<file path="src/rtl/gbfd_pkg.sv">
// Package for the binary frame deframer.
// Holds field widths, sync codes and parameter defaults; depends on nothing.
package gbfd_pkg;

  localparam int unsigned DATA_W = 8;
  localparam int unsigned IDX_W  = 6;

  localparam logic [DATA_W-1:0] SYNC_FIRST  = 8'hD0;
  localparam logic [DATA_W-1:0] SYNC_SECOND = 8'hDD;

  localparam int unsigned FRAME_LEN_DEF   = 35;
  localparam int unsigned CHECKED_LEN_DEF = 33;

endpackage

</file>
<file path="src/rtl/gbfd_ram.sv">
// Generic single-clock RAM with one write port and one registered read port.
// Self-contained; used by the deframer for its frame store.
module gbfd_ram #(
  parameter int unsigned WIDTH = 8,
  parameter int unsigned DEPTH = 35
) (
  input  logic                     clk_i,
  input  logic                     we_i,
  input  logic [$clog2(DEPTH)-1:0] waddr_i,
  input  logic [WIDTH-1:0]         wdata_i,
  input  logic [$clog2(DEPTH)-1:0] raddr_i,
  output logic [WIDTH-1:0]         rdata_o
);

  logic [WIDTH-1:0] mem_q [DEPTH];
  logic [WIDTH-1:0] rdata_q;

  always_ff @(posedge clk_i) begin
    if (we_i) begin
      mem_q[waddr_i] <= wdata_i;
    end
    rdata_q <= mem_q[raddr_i];
  end

  assign rdata_o = rdata_q;

endmodule

</file>
<file path="src/rtl/gps_binary_frame_deframer.sv">
// Top level of the binary frame deframer: sync hunt, checksum and replay control.
// Depends on gbfd_pkg and gbfd_ram.
//
// The block takes one received byte per item and hunts for the sync pair 0xD0, 0xDD.
// It then stores FRAME_LEN frame bytes in a RAM while it runs an 8-bit Fletcher sum
// over the first CHECKED_LEN of them; the next two bytes are the expected sums.
// While hunting and collecting, a byte is accepted every cycle. After the last
// frame byte the input is stalled: the sums are compared, then a matching frame is
// replayed from the RAM, each payload byte read from the RAM and then loaded
// into the output register; a read waits while the output is stalled. A mismatch
// gives one error item instead. The last item of a frame may still wait in the
// output register while the next frame is being collected.
module gps_binary_frame_deframer #(
  parameter int unsigned FRAME_LEN   = gbfd_pkg::FRAME_LEN_DEF,
  parameter int unsigned CHECKED_LEN = gbfd_pkg::CHECKED_LEN_DEF
) (
  input  logic                         clk_i,
  input  logic                         rst_ni,
  input  logic                         in_valid_i,
  output logic                         in_stall_o,
  input  logic [gbfd_pkg::DATA_W-1:0]  rx_byte_i,
  output logic                         out_valid_o,
  input  logic                         out_stall_i,
  output logic [gbfd_pkg::DATA_W-1:0]  payload_byte_o,
  output logic [gbfd_pkg::IDX_W-1:0]   byte_index_o,
  output logic                         frame_ok_o,
  output logic                         last_o
);

  localparam int unsigned AW = $clog2(FRAME_LEN);
  localparam logic [AW-1:0] CNT_EXP_A = AW'(CHECKED_LEN);
  localparam logic [AW-1:0] CNT_EXP_B = AW'(CHECKED_LEN + 1);
  localparam logic [AW-1:0] CNT_LAST  = AW'(FRAME_LEN - 1);
  localparam logic [AW-1:0] IDX_LAST  = AW'(CHECKED_LEN - 1);

  typedef enum logic [2:0] {
    ST_HUNT,
    ST_SYNC1,
    ST_BODY,
    ST_CHECK,
    ST_REP_RD,
    ST_REP_LD
  } state_e;

  state_e                      state_q;
  logic [AW-1:0]               cnt_q;
  logic [AW-1:0]               rd_idx_q;
  logic [gbfd_pkg::DATA_W-1:0] sum_a_q, sum_b_q, exp_a_q, exp_b_q;
  logic [gbfd_pkg::DATA_W-1:0] sum_a_d;
  logic                        out_valid_q, frame_ok_q, last_q;
  logic [gbfd_pkg::DATA_W-1:0] payload_q;
  logic [gbfd_pkg::IDX_W-1:0]  index_q;

  logic                        in_acc;
  logic                        out_free;
  logic                        sums_match;
  logic                        out_load;
  logic                        ram_we;
  logic [gbfd_pkg::DATA_W-1:0] ram_rdata;

  assign in_stall_o = !(state_q == ST_HUNT || state_q == ST_SYNC1 || state_q == ST_BODY);
  assign in_acc     = in_valid_i && !in_stall_o;
  assign out_free   = !out_valid_q || !out_stall_i;
  assign sums_match = (sum_a_q == exp_a_q) && (sum_b_q == exp_b_q);
  assign out_load   = (state_q == ST_REP_LD) || (state_q == ST_CHECK && !sums_match && out_free);
  assign ram_we     = in_acc && (state_q == ST_BODY);
  assign sum_a_d    = sum_a_q + rx_byte_i;

  gbfd_ram #(
    .WIDTH (gbfd_pkg::DATA_W),
    .DEPTH (FRAME_LEN)
  ) u_store (
    .clk_i   (clk_i),
    .we_i    (ram_we),
    .waddr_i (cnt_q),
    .wdata_i (rx_byte_i),
    .raddr_i (rd_idx_q),
    .rdata_o (ram_rdata)
  );

  always_ff @(posedge clk_i or negedge rst_ni) begin
    if (!rst_ni) begin
      state_q     <= ST_HUNT;
      cnt_q       <= '0;
      rd_idx_q    <= '0;
      sum_a_q     <= '0;
      sum_b_q     <= '0;
      exp_a_q     <= '0;
      exp_b_q     <= '0;
      out_valid_q <= 1'b0;
      frame_ok_q  <= 1'b0;
      last_q      <= 1'b0;
      payload_q   <= '0;
      index_q     <= '0;
    end else begin
      if (out_valid_q && !out_stall_i && !out_load) begin
        out_valid_q <= 1'b0;
      end
      case (state_q)
        ST_HUNT: begin
          sum_a_q <= '0;
          sum_b_q <= '0;
          cnt_q   <= '0;
          if (in_acc && rx_byte_i == gbfd_pkg::SYNC_FIRST) begin
            state_q <= ST_SYNC1;
          end
        end
        ST_SYNC1: begin
          if (in_acc) begin
            state_q <= (rx_byte_i == gbfd_pkg::SYNC_SECOND) ? ST_BODY : ST_HUNT;
          end
        end
        ST_BODY: begin
          if (in_acc) begin
            if (cnt_q < CNT_EXP_A) begin
              sum_a_q <= sum_a_d;
              sum_b_q <= sum_b_q + sum_a_d;
            end
            if (cnt_q == CNT_EXP_A) begin
              exp_a_q <= rx_byte_i;
            end
            if (cnt_q == CNT_EXP_B) begin
              exp_b_q <= rx_byte_i;
            end
            cnt_q <= cnt_q + 1'b1;
            if (cnt_q == CNT_LAST) begin
              state_q <= ST_CHECK;
            end
          end
        end
        ST_CHECK: begin
          rd_idx_q <= '0;
          if (sums_match) begin
            state_q <= ST_REP_RD;
          end else if (out_free) begin
            out_valid_q <= 1'b1;
            payload_q   <= '0;
            index_q     <= '0;
            frame_ok_q  <= 1'b0;
            last_q      <= 1'b1;
            state_q     <= ST_HUNT;
          end
        end
        ST_REP_RD: begin
          if (out_free) begin
            state_q <= ST_REP_LD;
          end
        end
        ST_REP_LD: begin
          out_valid_q <= 1'b1;
          payload_q   <= ram_rdata;
          index_q     <= gbfd_pkg::IDX_W'(rd_idx_q);
          frame_ok_q  <= 1'b1;
          last_q      <= (rd_idx_q == IDX_LAST);
          rd_idx_q    <= rd_idx_q + 1'b1;
          state_q     <= (rd_idx_q == IDX_LAST) ? ST_HUNT : ST_REP_RD;
        end
        default: begin
          state_q <= ST_HUNT;
        end
      endcase
    end
  end

  assign out_valid_o    = out_valid_q;
  assign payload_byte_o = payload_q;
  assign byte_index_o   = index_q;
  assign frame_ok_o     = frame_ok_q;
  assign last_o         = last_q;

  a_load_slot_free: assert property (@(posedge clk_i) disable iff (!rst_ni)
    state_q == ST_REP_LD |-> !out_valid_q)
    else $error("Replay load with the output register occupied.");

  a_load_shows: assert property (@(posedge clk_i) disable iff (!rst_ni)
    state_q == ST_REP_LD |=> out_valid_o && frame_ok_o)
    else $error("Replay load did not present a payload item.");

  a_error_item: assert property (@(posedge clk_i) disable iff (!rst_ni)
    out_valid_o && !frame_ok_o |-> payload_byte_o == '0 && byte_index_o == '0 && last_o)
    else $error("Malformed checksum error item.");

  a_last_index: assert property (@(posedge clk_i) disable iff (!rst_ni)
    out_valid_o && frame_ok_o && last_o |-> byte_index_o == gbfd_pkg::IDX_W'(CHECKED_LEN - 1))
    else $error("Last payload item at the wrong index.");

  a_no_input_in_replay: assert property (@(posedge clk_i) disable iff (!rst_ni)
    (state_q == ST_REP_RD || state_q == ST_REP_LD) |=> $stable(cnt_q))
    else $error("Frame count moved during replay.");

endmodule
</file>
<file path="config.mk">
export PLATFORM = sky130hd
export DESIGN_NAME = gps_binary_frame_deframer
export DESIGN_NICKNAME = d
export VERILOG_FILES = /design/src/rtl/gbfd_pkg.sv /design/src/rtl/gbfd_ram.sv /design/src/rtl/gps_binary_frame_deframer.sv
export SDC_FILE = /design/constraint.sdc
export NUM_CORES = 1
export LEC_CHECK = 0
export BUFFER_PORTS_ARGS = -buffer_cell sky130_fd_sc_hd__buf_2
export CORE_UTILIZATION = 32
export CTS_BUF_LIST = sky130_fd_sc_hd__clkbuf_8 sky130_fd_sc_hd__clkbuf_16
export DETAILED_ROUTE_END_ITERATION = 10
export GPL_TIMING_DRIVEN = 0
export HOLD_SLACK_MARGIN = 0.03
export SLEW_MARGIN = 40
export SYNTH_ARGS = -nofsm -noshare
export SYNTH_HDL_FRONTEND = slang
export SYNTH_SLANG_ARGS = --single-unit
</file>
<file path="constraint.sdc">
create_clock -name clk_i -period 4.3 [get_ports clk_i]
set_input_delay 1.29 -clock clk_i [delete_from_list [all_inputs] [get_ports clk_i]]
set_output_delay 1.29 -clock clk_i [all_outputs]
set_load 0.02 [all_outputs]
</file>
After elaboration in Yosys (flattened, before gate mapping):

Memory sizes are Yosys's and may differ from the RTL's. A register that Yosys moved wholly into a read port is not among the register bits.
Cells that the tools add are included.

* bits in registers: 64
* latch bits: 0
* memory bits (writable): 280
* memory bits (read-only): 0
* bits of input ports: 12
* output and inout port bits: 18
* memories: 1

Memory list
* u_store.mem_q: depth 35, bits a word 8, read ports 1, clocked after memory_dff 1, write ports 1, line gbfd_ram.sv:15 `logic [WIDTH-1:0] mem_q [DEPTH];`

* add/sub/neg operators: 4
* multipliers: 0
* divide/modulo/power cells: 0
* magnitude comparators: 1
* equality and inequality tests: 21
* shift-type cells: 0
* muxes and demuxes: 37
* bitwise gates (word level): 0
* reduce and logical (&&, ||, !) cells: 26

Operators with widths (count)
* $mux 8: 6
* $pmux 8 s2: 3
* $pmux 6 s2: 3
* $mux 3: 8
* $eq 6x6->1 const B: 3
* $mux 6: 3
* $pmux 3 s6: 1
* $add 8x8->8: 2
* $eq 8x8->1: 2
* $eq 8x8->1 const B: 2
* $add 6x1->6 const B: 2
* $reduce_and 3->1: 4
* $ne 2x2->1 const B: 5
* $mux 1: 9
* $logic_and 1x1->1: 8
* $eq 3x2->1 const B: 2
* $eq 3x3->1 const B: 2
* $lt 6x6->1 const B: 1
* $ne 2x1->1 const B: 3
* $pmux 1 s2: 3
* $reduce_and 6->1: 1
* $logic_not 1->1: 5
* $logic_or 1x1->1: 4
* $reduce_bool 2->1: 2
* other kinds (5): 5

Depth between registers and ports, before layout:

* depth in word-level cells: 12
* gate-level depth with buffers: 14
* mapped depth without buffers: 14

By module:

A second synthesis with hierarchy kept.

* cell total of the unflattened synthesis: 951
* area, all modules: 14879.3 um2

By module, submodules not included
* gbfd_ram: times used 1, cells an instance 638, area an instance 11434.7 um2, sequential area each 8568.2 um2
* gps_binary_frame_deframer: times used 1, cells an instance 313, area an instance 3444.6 um2, sequential area each 1601.5 um2

Least setup slack after synthesis:

Ideal clock, no wire load.

* path type: input to register
* from: in rx_byte_i[0] in the netlist's numbering
* to: reg sum_b_q[7] in the netlist's numbering
* arrival time: 3.616 ns
* data required time: 4.171 ns
* setup slack: 0.556 ns
* stages: 14
* cell sequence: ha_1 > fa_1 > a21o_1 > a21oi_1 > o21bai_1 > a21oi_1 > xnor2_1 > ha_1 > nor2_1 > nor2_1 > o41ai_1 > or3_1 > a31oi_1 > o22ai_1

* longest elaborated chain between the ends: 5

RTL lines
* from (decl): line gps_binary_frame_deframer.sv:21 `input logic [gbfd_pkg::DATA_W-1:0] rx_byte_i,`
* $add 8x8->8: line gps_binary_frame_deframer.sv:67 `assign sum_a_d = sum_a_q + rx_byte_i;`
* $add 8x8->8: line gps_binary_frame_deframer.sv:117 `sum_b_q <= sum_b_q + sum_a_d;`
* $mux 8: line gps_binary_frame_deframer.sv:115 `if (cnt_q < CNT_EXP_A) begin`
* $mux 8: line gps_binary_frame_deframer.sv:114 `if (in_acc) begin`
* $pmux 8 s2: line gps_binary_frame_deframer.sv:99 `case (state_q)`
* to (signal assigned): line gps_binary_frame_deframer.sv:117
* to (decl): line gps_binary_frame_deframer.sv:48 `logic [gbfd_pkg::DATA_W-1:0] sum_a_q, sum_b_q, exp_a_q, exp_b_q;`

Every way passes these cells. The select of a mux whose other input is x is not followed.
A chain may end at the register's enable or synchronous reset.

Worst setup path after layout:

Same ends and word-level chain as after synthesis.

==> qor.yml <==
numCtsBuffers: 38
clockBufferDepth: 3
synth-edff-count: 280
dieHeight_um: 215
synth_cells: 804
setup_ws_ns: 0.324
htree_levels: 2
insertion_delay_ns: 0.54
slew_viol_final: 0
drt-total-wl_um: 31800
place_ws_ns: -0.392
ios: 30
post_synth_instance_area_um2: 14500
drc: 0
crit_start: "rx_byte_i[0]"
placed_cell_area_um2: 15400
cts.clk_slew.worst_paths_ns: 0.06
fp.dieArea_um2: 46100
reg2reg_to: "u_store.rdata_o[7]"
finalCriticalPeriod_ns: 3.98
wl_met2_um: 15600
synthFlopType: "edfxtp_1"
area_growth_pct: 16.1
async_flop_share: 0.182
regArea_um2: 10200
met3_length_um: 1390
yosysSeqAreaShare: 0.702
finalCritPeriodShare: 0.925
worstRegToRegCells: 7
power_density_nw_per_um2: 537
ys_warn_count: 0
critPathRequiredTime_ns: 4.74
viasPerCell: 5.01
worstSetupPathType: "primary input to flop"
post_cts_resize_count: 0
finClkSkew_ns: 0.0246
holdCritPathClass: "flop to flop"
synth_area_per_cell_um2: 18.0
clock_sinks: 352
start_util: 0.326
cp-endpoint: "sum_b_q[7]"
grt_max_degree: 56
synth_area_leaders: "edfxtp_1 58%, mux4_2 12%, dfrtp_1 11%"
hold_buffers: 0
finalSetupViolCount: 0
r2r-start: "rd_idx_q[1]"
synth_fp_nets: 838
antenna_found_initial: 1
nets: 911
core_um2: 44400
grt_usage: 0.141
post_cts_buffers: 0
wl_met1_um: 14200
max_freq_mhz: 252
crit_path_end_kind: "flop"
overflow: 0
drive_gt1_frac: 0.232
final.setup.tns_ns: 0
path_max_fanout: 32
ctsRootBufferMaster: "clkbuf_16"
finalWeightedCongestion: 0.787
yosysMostFrequentCell: "edfxtp_1"
rsz0062_at_grt: "false"
yosys.area.top_type: "edfxtp_1"
design_area_um2: 16800
die_w_um: 215
r2r_slack_ns: 1.11
routed.top_layer: "met4"
multi_input_area_um2: 4100
drt_iter0_markers: 624
grt_pass1_vias: 7697
slew_headroom: 0.421
drv_cap: 0
synth_top_area_share: 0.580
port_buffers: 29
ys_seq_elements: 352
row_count: 77
hold_violations: 0
routed-via-count: 7500
worst_ir_drop_vdd_mv: 0.376
cts_tree: "yes"
leakagePower_uw: 0.00592
wl_per_cell_um: 21.2
antenna_left: 0
n_fill_cell: 4030
diodes: 0
ys_types: 54
netlist_top_cells_count: "280 x edfxtp_1, 77 x mux4_2, 64 x dfrtp_1, 55 x nor2_1, 30 x nand2_1"
grt_pass1_wl_um: 48700
status: "finished clean"
worst_pin_slew_ns: 0.865
firstDrtPassIters: 5
cp_data_arrival_time_ns: 4.41
hpwlAfterDp_um: 20300
final_util: 0.379
cp-start-kind: "primary input"
==> where the power goes <==
part           internal, µW  total (µW)  leakage (µW)  switching [µW]
clock network          1950        3280      0.000657            1330
registers              3800        3870       0.00345            67.5
logic                   854        1900       0.00181            1040
total                  6600        9040       0.00592            2440
==> cell type report <==
type,count,share of cell area
buffer,37,0.0114
clock buffer,45,0.0629
clock inverter,24,0.0132
inverter,18,0.00402
multi-input combinational,397,0.244
sequential,352,0.604
tap,592,0.0440
timing repair buffer,33,0.0163
==> kinds of logic after synthesis <==
kind of cell / after synthesis / synth area share
flip-flops: 352 / 0.702
AND/OR/NAND/NOR: 139 / 0.0454
multiplexers: 114 / 0.150
AO/OA/AOI/OAI: 93 / 0.0470
buffers and inverters: 55 / 0.0178
XOR/XNOR: 29 / 0.0175
adder cells (fa/ha/maj): 22 / 0.0200
==> flip-flops by register name, indices dropped and copies added (netlist names) <==
signal           cells
state_q              3
exp_a_q              8
exp_b_q              8
sum_a_q              8
last_o               1
frame_ok_o           1
payload_byte_o       8
sum_b_q              8
u_store.rdata_o      8
cnt_q                6
rd_idx_q             6
out_valid_o          1
byte_index_o         6
u_store.mem_q      280
==> how the worst min path moves through the flow <==
stage               depth (start not counted)                from                 to
global placement                            1  u_store.rdata_o[0]  payload_byte_o[0]
floorplan                                   1  u_store.rdata_o[0]  payload_byte_o[0]
finish                                      1  u_store.rdata_o[3]  payload_byte_o[3]
CTS                                         1  u_store.rdata_o[2]  payload_byte_o[2]
detailed placement                          1  u_store.rdata_o[4]  payload_byte_o[4]
global route                                1  u_store.rdata_o[2]  payload_byte_o[2]
==> worst max-delay path, stage by stage <==
cell	delay, ns
buf_2	0.20
buf_16	0.21
ha_1	0.24
fa_1	0.42
a21o_1	0.17
a21oi_1	0.21
xnor2_1	0.19
ha_1	0.33
nand3_1	0.11
o211ai_1	0.11
o41ai_1	0.39
o21ai_0	0.20
and2_1	0.18
o22ai_1	0.16
==> per-stage QoR <==
| step | total power, µW | hold WS (ns) | std cells |
|---|---|---|---|
| 2_1_floorplan | 5230 | 0.433 | 804 |
| 3_3_place_gp | 5830 | 0.440 | 1425 |
| 3_5_place_dp | 5850 | 0.442 | 1426 |
| 4_1_cts | 9130 | 0.453 | 1495 |
| 5_1_grt | 9390 | 0.466 | 1498 |
| 6_report | 9040 | 0.453 | 1498 |
==> placed cells by master (no fill, tap or decap), types with 4 or more instances in the layout <==
cell type  netlist  routed
buf_4            0       5
buf_1            5       4
clkbuf_16        0      39
ha_1            20      20
o41ai_1          5       5
buf_16           0       4
nor2b_1          4       4
mux2i_1         17      17
inv_2            4       4
nand3b_1         4       4
nand3_1         16      16
o21ai_1         14      13
mux2_1          16      16
dfxtp_1          8       8
nor4_1           4       4
o211ai_1        11      11
nor2_2           1      16
xor2_1          23      23
o21ai_0          5       5
a22o_1          25      25
dfrtp_1         64      64
and2_1           4       4
clkbuf_1        17      17
a21oi_1          6       6
nand2_1         30      30
xnor2_1          6       6
inv_1           14      20
clkinv_2         0       7
nor2_1          55      40
clkbuf_8         0       6
buf_2           11      34
edfxtp_1       280     280
or3_1            6       6
mux4_2          77      77
nand4_1          6       6
==> layer usage <==
metal | global-route usage | vias to the layer above
li1 | - | 3369
met1 | 0.194 | 3924
met2 | 0.229 | 165
met3 | 0.0273 | 42
met4 | 0.0393 | 0
met5 | 0 | -
Power figures use the tool's default switching activity.
